## config.mk

```make
export PLATFORM = sky130hd
export DESIGN_NAME = url_percent_decoder
export DESIGN_NICKNAME = d
export VERILOG_FILES = /design/src/rtl/urld_pkg.sv /design/src/rtl/urld_decode.sv /design/src/rtl/url_percent_decoder.sv
export SDC_FILE = /design/constraint.sdc
export NUM_CORES = 1
export LEC_CHECK = 0
export ABC_CLOCK_PERIOD_IN_PS = 2900
export BUFFER_PORTS_ARGS = -buffer_cell sky130_fd_sc_hd__buf_2
export CORE_MARGIN = 2
export CORE_UTILIZATION = 54
export DETAILED_ROUTE_END_ITERATION = 8
export PLACE_DENSITY = 0.83
export SLEW_MARGIN = 20
export SYNTH_ARGS = -nofsm -noshare
export SYNTH_HDL_FRONTEND = slang
export SYNTH_SLANG_ARGS = --single-unit
```

## constraint.sdc

```tcl
create_clock -name clk -period 2.9 [get_ports clk]
set_input_delay 0.58 -clock clk [delete_from_list [all_inputs] [get_ports clk]]
set_output_delay 0.58 -clock clk [all_outputs]
set_load 0.05 [all_outputs]
```

## src/rtl/urld_pkg.sv

```systemverilog
// ----------------------------------------------------------------------------
// urld_pkg
// Types and character constants for the URL percent decoder.
// ----------------------------------------------------------------------------
`default_nettype none

package urld_pkg;

	localparam logic [7:0] CH_PERCENT = 8'h25;
	localparam logic [7:0] CH_PLUS    = 8'h2B;
	localparam logic [7:0] CH_SPACE   = 8'h20;

	localparam int unsigned GRP_MAX = 3;

	typedef enum logic [1:0] {
		PH_IDLE  = 2'd0,
		PH_PCT   = 2'd1,
		PH_DIGIT = 2'd2
	} phase_t;

	// Decoded bytes produced by one input transaction; last applies to the
	// final byte of the group only.
	typedef struct packed {
		logic [1:0]               cnt;
		logic [GRP_MAX-1:0][7:0]  bytes;
		logic                     last;
	} grp_t;

	function automatic logic is_hex(input logic [7:0] c);
		return (c >= 8'h30 && c <= 8'h39) || (c >= 8'h61 && c <= 8'h66) ||
		       (c >= 8'h41 && c <= 8'h46);
	endfunction

	function automatic logic [3:0] hex_val(input logic [7:0] c);
		logic [7:0] v;
		if (c <= 8'h39) v = c - 8'h30;
		else if (c >= 8'h61) v = c - 8'h57;
		else v = c - 8'h37;
		return v[3:0];
	endfunction

endpackage

`default_nettype wire

```

## src/rtl/urld_decode.sv

```systemverilog
// ----------------------------------------------------------------------------
// urld_decode
// Combinational decode of one encoded byte against the held escape state.
// ----------------------------------------------------------------------------
`default_nettype none

module urld_decode import urld_pkg::*; (
	input  wire phase_t     phase,
	input  wire logic [7:0] held,
	input  wire logic [7:0] in_byte,
	input  wire logic       in_last,
	output grp_t            grp,
	output phase_t          phase_nx,
	output logic [7:0]      held_nx
);

	logic       cur_hex;
	logic       held_hex;
	logic [1:0] pre_cnt;
	logic       pl_emit;
	logic [7:0] pl_byte;
	phase_t     pl_phase;

	always_comb begin
		cur_hex  = is_hex(in_byte);
		held_hex = is_hex(held);

		// byte handled as if nothing were held
		if (in_byte == CH_PERCENT) begin
			pl_emit  = in_last;
			pl_byte  = CH_PERCENT;
			pl_phase = in_last ? PH_IDLE : PH_PCT;
		end else begin
			pl_emit  = 1'b1;
			pl_byte  = (in_byte == CH_PLUS) ? CH_SPACE : in_byte;
			pl_phase = PH_IDLE;
		end

		unique case (phase)
			PH_PCT:   pre_cnt = 2'd1;
			PH_DIGIT: pre_cnt = 2'd2;
			default:  pre_cnt = 2'd0;
		endcase

		grp.cnt      = pre_cnt + {1'b0, pl_emit};
		grp.bytes[0] = (pre_cnt != 2'd0) ? CH_PERCENT : pl_byte;
		grp.bytes[1] = (pre_cnt == 2'd2) ? held : pl_byte;
		grp.bytes[2] = pl_byte;
		grp.last     = in_last;
		phase_nx     = pl_phase;
		held_nx      = held;

		if (phase == PH_PCT && cur_hex) begin
			if (in_last) begin
				// escape cut short: flush '%' and the digit
				grp.cnt      = 2'd2;
				grp.bytes[1] = in_byte;
				phase_nx     = PH_IDLE;
			end else begin
				grp.cnt  = 2'd0;
				held_nx  = in_byte;
				phase_nx = PH_DIGIT;
			end
		end else if (phase == PH_DIGIT && cur_hex && held_hex) begin
			grp.cnt      = 2'd1;
			grp.bytes[0] = {hex_val(held), hex_val(in_byte)};
			phase_nx     = PH_IDLE;
		end
	end

endmodule

`default_nettype wire

```

## src/rtl/url_percent_decoder.sv

```systemverilog
// ----------------------------------------------------------------------------
// url_percent_decoder
// Form-urlencoded percent decoder, one encoded byte per input transaction.
// ----------------------------------------------------------------------------
// Usage:
//   Input channel (in_valid/in_ready) carries one encoded byte per
//   transaction, with in_last on the final byte of a string. Output channel
//   (out_valid/out_ready) carries decoded bytes, with out_last on the final
//   decoded byte of each string.
//   '%' plus two hex digits becomes one byte, '+' becomes a space, and a
//   broken escape is passed through literally. An input transaction yields
//   zero to three output transactions.
//   A group passes stage 1, then stage 2 (the output register). Throughput:
//   one input per cycle while each input yields at most one byte and the
//   receiver does not stall; a group of N bytes holds the output register
//   for N transactions, while the stage behind it parks one more non-empty
//   group (inputs that decode to nothing keep flowing until it arrives).
//   Escape state (held '%' and digit) updates as each input is accepted.
//   Reset (arst_n low) empties both group registers and clears the escape
//   state. When the receiver stalls, hold the current byte on the output,
//   park one further group in the stage before it, then drop in_ready.
// ----------------------------------------------------------------------------
`default_nettype none

module url_percent_decoder import urld_pkg::*; (
	input  wire logic       clk,
	input  wire logic       arst_n,
	input  wire logic       in_valid,
	output logic            in_ready,
	input  wire logic [7:0] in_byte,
	input  wire logic       in_last,
	output logic            out_valid,
	input  wire logic       out_ready,
	output logic [7:0]      out_byte,
	output logic            out_last
);

	phase_t     phase_q;
	logic [7:0] held_q;
	phase_t     phase_nx;
	logic [7:0] held_nx;
	grp_t       dec_grp;

	// Stage 1: decoded group waiting for the output register
	logic       valid_s1;
	grp_t       grp_s1;
	// Stage 2: group being drained onto the output, one byte per transaction
	logic       valid_s2;
	grp_t       grp_s2;
	logic [1:0] idx_s2;

	logic       in_acc;
	logic       out_acc;
	logic       s2_end;
	logic       s2_free;
	logic       s1_move;

	urld_decode u_decode (
		.phase    (phase_q),
		.held     (held_q),
		.in_byte  (in_byte),
		.in_last  (in_last),
		.grp      (dec_grp),
		.phase_nx (phase_nx),
		.held_nx  (held_nx)
	);

	assign out_acc  = out_valid && out_ready;
	assign s2_end   = (idx_s2 == (grp_s2.cnt - 2'd1));
	// output register empties at this edge, or is already empty
	assign s2_free  = !valid_s2 || (out_ready && s2_end);
	assign s1_move  = valid_s1 && s2_free;
	assign in_ready = !valid_s1 || s2_free;
	assign in_acc   = in_valid && in_ready;

	assign out_valid = valid_s2;
	assign out_byte  = grp_s2.bytes[idx_s2];
	assign out_last  = grp_s2.last && s2_end;

	// Escape state advances with every accepted transaction
	always_ff @(posedge clk or negedge arst_n) begin
		if (!arst_n) begin
			phase_q <= PH_IDLE;
			held_q  <= '0;
		end else if (in_acc) begin
			phase_q <= phase_nx;
			held_q  <= held_nx;
		end
	end

	// Stage 1: load a non-empty group, release it into stage 2
	always_ff @(posedge clk or negedge arst_n) begin
		if (!arst_n) begin
			valid_s1 <= 1'b0;
		end else if (in_acc) begin
			valid_s1 <= (dec_grp.cnt != 2'd0);
		end else if (s1_move) begin
			valid_s1 <= 1'b0;
		end
	end

	always_ff @(posedge clk) begin
		if (in_acc) begin
			grp_s1 <= dec_grp;
		end
	end

	// Stage 2: step through the group, one byte per output transaction
	always_ff @(posedge clk or negedge arst_n) begin
		if (!arst_n) begin
			valid_s2 <= 1'b0;
			idx_s2   <= '0;
		end else if (s1_move) begin
			valid_s2 <= 1'b1;
			idx_s2   <= '0;
		end else if (out_acc) begin
			if (s2_end) begin
				valid_s2 <= 1'b0;
				idx_s2   <= '0;
			end else begin
				idx_s2 <= idx_s2 + 2'd1;
			end
		end
	end

	always_ff @(posedge clk) begin
		if (s1_move) begin
			grp_s2 <= grp_s1;
		end
	end

endmodule

`default_nettype wire

```

==> results.cfg, run 1 <==
[sta]
period_needed_ns = 2.54
fmax_mhz = 394
finalSetupViolations = 0
worstMarginPinSlew_ns = 0.550
skew_ns = 0.00687
maxSlewHeadroom_pct = 63.2
min_period_over_period_pct = 87.6
rsz0062_at_grt = no
setup-tns-final_ns = 0
hold_viol_final = 0
slew_viol_final = 0
fin_hold_ws_ns = 0.137

[cells_and_area]
final_layout_size_suffix_gt1_share_pct = 21.9
fin_nets = 311
antennaDiodeCount = 0
area_growth_syn_to_layout_pct = 13.0
n_fill_cell = 448

[setup_path]
worstPathArrival_ns = 1.96
worstPathMaxFanout = 4
crit_slowest_cell = edfxtp_1
cpPeakStageDelay_ns = 0.44
cp.required_ns = 2.32
path_cells = xnor2_1 -> mux2i_1 -> nor2b_1 -> nand2_1 -> buf_2
startpoint_type = flip-flop
worst_setup_path_end_kind = output port
critPathKind = flip-flop to output port

[global_routing]
grt_pass1_wl_mm = 9.92
grt_pass1_vias = 1959
overflow = 0
grt_max_degree = 28
track_usage_pct = 20.2
antenna_found_initial = 0

[detailed_routing]
dr_total_vias = 2101
drt_first_pass_iters = 5
routedWlPerCell_um = 16.7
post-route-drc-count = 0
drtAntennaViolNets = 0
drt-initial-drc-count = 142
viasPerCell = 5.72
drt_wl_total_mm = 6.14

[yosys]
ys_types = 49
synth_area_um2 = 3300
ys_warn_count = 0
synth_edf_count = 54
syn_nets = 284
synthCells = 260
avgSynthCellArea_um2 = 12.7
synthArstFlopShare_pct = 20.6
yosys_most_used_dff = edfxtp_1
yosysSeqAreaShare_pct = 59.7
ys_ff_latch = 68

[clock_tree]
cts_max_path_buffers = 2
insertion_delay_ns = 0.34
hold_buffers = 0
clk_pin_slew_ns = 0.07
cts_tree = built
post-cts-setup-buffer-count = 0
cts_root_buf = clkbuf_8
cts_inserted_buffers = 9
cts.sinks = 68
htree_num_levels = 3
ctsResizeCount = 0

[hold_path]
hp-class = input pin to async pin

[die]
die-width_um = 82.2
ioPinCount = 24
rows = 28
dieArea_um2 = 6750
core_um2 = 5920
die_h_um = 82.2
floorplan.initialDensity_pct = 55.7

[place]
hpwl_mm = 4.50
io_buffers = 23
place.gp.congestion = 0.995

[power_and_ir_drop]
ir_drop_mv = 0.443
p_leak_nw = 1.45
power_mw = 3.09
power_density_nw_per_um2 = 828

[run]
cap_violations = 0

[run_status]
status = finished, final reports clean
-- worst paths after layout --
path / from / to / slack [ns] / depth (start not counted)
max: grp_s2[26]$_DFFE_PP_ / in_ready / 0.36 / 5
min: arst_n / held_q[2]$_DFFE_PN0P_ / 0.14 / 1
max reg2reg: held_q[1]$_DFFE_PN0P_ / grp_s1[5]$_DFFE_PP_ / 0.50 / 7
min reg2reg: grp_s1[23]$_DFFE_PP_ / grp_s2[23]$_DFFE_PP_ / 0.41 / 0
max in group asynchronous: arst_n / idx_s2[1]$_DFFE_PN0P_ / 2.51 / 1
min in group clk: grp_s1[23]$_DFFE_PP_ / grp_s2[23]$_DFFE_PP_ / 0.41 / 0
-- logic make-up after synthesis --
logic type      synth area share [%]
simple gates                    12.1
mux                             9.10
buf+inv                         2.96
fa+ha+maj                       4.17
flops                           59.7
compound gates                  10.3
xor+xnor                        1.59
-- worst max-delay path, delay by kind of cell, from the launching register on --
| family | cells | cell delay (ns) |
|---|---|---|
| DFF | 1 | 0.44 |
| muxes | 1 | 0.34 |
| buffers and inverters | 1 | 0.27 |
| xor gates and xnor gates | 1 | 0.36 |
| and+or+nand+nor | 2 | 0.22 |
-- synth_stat cells, drive strengths merged (6+ instances only) --
library cell,n,area [µm²]
edfxtp,54,1620
nand2,25,96.4
mux2i,21,210
o21ai,16,83.8
dfrtp,14,350
inv,13,48.8
clkbuf,11,41.3
ha,11,138
mux2,8,90.1
nor2,7,28.8
nor2b,7,43.8
a21o,6,45.0
nand3,6,30.0
-- per-layer routing --
metal | vias up | track usage [%] | wire [µm] | part of all wire (%)
met2 | 57 | 32.3 | 3030 | 49
met3 | 12 | 3.15 | 313 | 5.1
met4 | 0 | 9.33 | 81 | 1.3
met5 | - | 0 | 0 | 0
li1 | 1013 | - | - | -
met1 | 1019 | 27.2 | 2710 | 44
-- through the flow --
stage               area, µm²  utilization [%]  instances  setup slack, ns
finish                   3730             63.0        367            0.361
global route             3730             63.0        367            0.205
CTS                      3730             63.0        367            0.340
detailed placement       3510             59.3        351            0.190
global placement         3510             59.3        351            0.258
floorplan                3300                -        260            0.138
-- cell type report --
class                   count  area, µm²  share of cell area (%)
inverters                  13       48.8                    1.31
repair buffers             29        160                    4.29
clock buffers               9        124                    3.32
well taps                  75       93.8                    2.52
clock inverters             7       98.8                    2.65
multi-input cells         166       1230                    33.1
flip-flops and latches     68       1970                    52.9
-- sequential cells by signal, indices dropped and copies added, names as in the netlist --
signal	count
phase_q	2
out_valid	1
held_q	8
grp_s2	27
grp_s1	27
valid_s1	1
idx_s2	2
-- cells in the final DEF, fill, tap and decap left out, types with 8 or more instances in the layout --
master    synthesis  final
ha_1             11     11
clkbuf_8          0      9
nand2_1          24     24
o21ai_0          14     14
dfrtp_1          14     14
buf_2             0     23
edfxtp_1         54     54
inv_1            13     13
mux2i_1          21     21
mux2_2            8      8
-- where the power goes --
part	internal [mW]	switching (mW)	total (mW)
Combinational	0.228	0.637	0.865
Sequential	1.31	0.0723	1.38
Clock	0.488	0.359	0.847
Total	2.02	1.07	3.09
Note: power is estimated with default switching activity, not from simulation.
==> run 2: changes to the inputs <==
ABC_AREA = 0   (was not set)
ABC_CLOCK_PERIOD_IN_PS = 2100   (was 2900)
clock period = 2.1 ns   (was 2.9 ns; I/O delays follow)
==> results.cfg, run 2 (synthesis results as in run 1) <==
[hold_path]
hp-class = input pin to flip-flop

[cells_and_area]
utilization_pct = 73.4
antennaDiodeCount = 0
fin_nets = 365
final_layout_size_suffix_gt1_share_pct = 40.2
final_common_cell = edfxtp_1
final_cell_mix = 54 x edfxtp_1, 52 x buf_4, 23 x nand2_1
top_regs = grp_s1 (27), grp_s2 (27), held_q (8)
n_fill_cell = 383
area_growth_syn_to_layout_pct = 31.7

[sta]
slew_viol_final = 0
skew_ns = 0.0114
fmax_mhz = 450
period_needed_ns = 2.22
worstMarginPinSlew_ns = 0.460
min_period_over_period_pct = 106
hold_viol_final = 0
finalSetupViolations = 2
setup_slack_ns = -0.124
rsz0062_at_grt = yes
maxSlewHeadroom_pct = 69.2

[clock_tree]
htree_num_levels = 3
insertion_delay_ns = 0.34
clk_pin_slew_ns = 0.08
cts_max_path_buffers = 2
cts_root_buf = clkbuf_8
cts_tree = built
cts.sinks = 68
cts_inserted_buffers = 9

[power_and_ir_drop]
p_leak_nw = 1.75
power_mw = 4.70
power_density_nw_per_um2 = 1080
ir_drop_mv = 0.689

[place]
hpwl_mm = 4.82
io_buffers = 23
place.gp.congestion = 0.988

[detailed_routing]
drt_wl_total_mm = 7.36
viasPerCell = 5.65
drtAntennaViolNets = 0
routedWlPerCell_um = 17.5
post-route-drc-count = 0
dr_total_vias = 2377
drt_first_pass_iters = 4
drt-initial-drc-count = 187

[setup_path]
worstPathMaxFanout = 3
critPathKind = flip-flop to output port
worstPathArrival_ns = 1.80
startpoint_type = flip-flop
worst_setup_path_end_kind = output port
cp.required_ns = 1.68

[global_routing]
grt_max_degree = 28
track_usage_pct = 22.6
overflow = 0
antenna_found_initial = 0
grt_pass1_vias = 2250
grt_pass1_wl_mm = 11.1

[die]
die_h_um = 82.2
dieArea_um2 = 6750
rows = 28
ioPinCount = 24
die-width_um = 82.2
core_um2 = 5920
floorplan.initialDensity_pct = 55.7

[run]
cap_violations = 0

[run_status]
status = finished, violations left
failed_checks = setup timing
run 2: cell types whose count changed in the layout (fill, tap and decap cells not counted), moves of 3 or more:
| cell | previous run | this run |
|---|---|---|
| clkbuf_4 | 0 | 3 |
| o21ai_0 | 14 | 6 |
| nor4b_1 | 3 | 0 |
| ha_2 | 0 | 4 |
| o21ai_1 | 1 | 8 |
| buf_4 | 6 | 52 |
| buf_6 | 0 | 9 |
| ha_1 | 11 | 5 |
| buf_2 | 23 | 15 |
run 2: path summary, 6_finish.rpt:
path,start,to,slack (ns),cells after the start
worst max-delay path,grp_s2[26]$_DFFE_PP_,out_last,-0.12,5
worst min-delay path,in_byte[1],held_q[1]$_DFFE_PN0P_,0.38,3
worst max register to register,held_q[0]$_DFFE_PN0P_,grp_s1[2]$_DFFE_PP_,0.04,7
worst min register to register,grp_s1[9]$_DFFE_PP_,grp_s2[9]$_DFFE_PP_,0.42,0
max in group asynchronous,arst_n,idx_s2[1]$_DFFE_PN0P_,1.30,2
min in group asynchronous,arst_n,held_q[1]$_DFFE_PN0P_,0.51,2
run 2: critical path, stage by stage, from the launching register on:
cell      delay, ns
edfxtp_1       0.43
xnor2_2        0.17
buf_4          0.15
or3b_4         0.37
a21boi_2       0.17
buf_6          0.18
run 2: power breakdown:
group | switching [mW] | internal, mW
combinational | 1.03 | 0.688
sequential | 0.0988 | 1.80
clock | 0.528 | 0.554
total | 1.66 | 3.04
run 2: metrics by stage:
stage	cells	hold slack, ns	instance area [µm²]	setup TNS [ns]	setup slack (ns)
2_1_floorplan	260	0.124	3370	-0.153	-0.0397
3_3_place_gp	389	0.335	3880	-4.37	-0.328
3_5_place_dp	389	0.356	3880	-5.67	-0.378
4_1_cts	418	0.372	4250	-0.161	-0.135
5_1_grt	421	0.375	4350	-0.409	-0.171
6_report	421	0.382	4350	-0.169	-0.124
run 2: routing by layer:
metal	vias to the layer above	global-route usage [%]	wire length (µm)
met1	1165	30.4	3030
met2	75	35.9	3790
met5	-	0	0
li1	1125	-	-
met3	12	4.89	402
met4	0	8.83	141
run 2: final cells by class:
class	instances	area, µm²	share of cell area [%]
multi-input combinational	166	1380	31.7
timing repair buffer	83	654	15.1
clock buffer	9	124	2.85
tap	75	93.8	2.16
sequential	68	1970	45.4
clock inverter	7	75.1	1.73
inverter	13	48.8	1.12
run 2: what timing repair did:
item / 4_1_cts / 5_1_grt
hold buffers: 1 / 0
pin swaps: 8 / 5
resized for setup: 17 / 23
buffers inserted: 14 / 4
hold endpoints to repair: 14 / 0
endpoints found under the setup margin: 15 / 23
gates cloned: 0 / 0
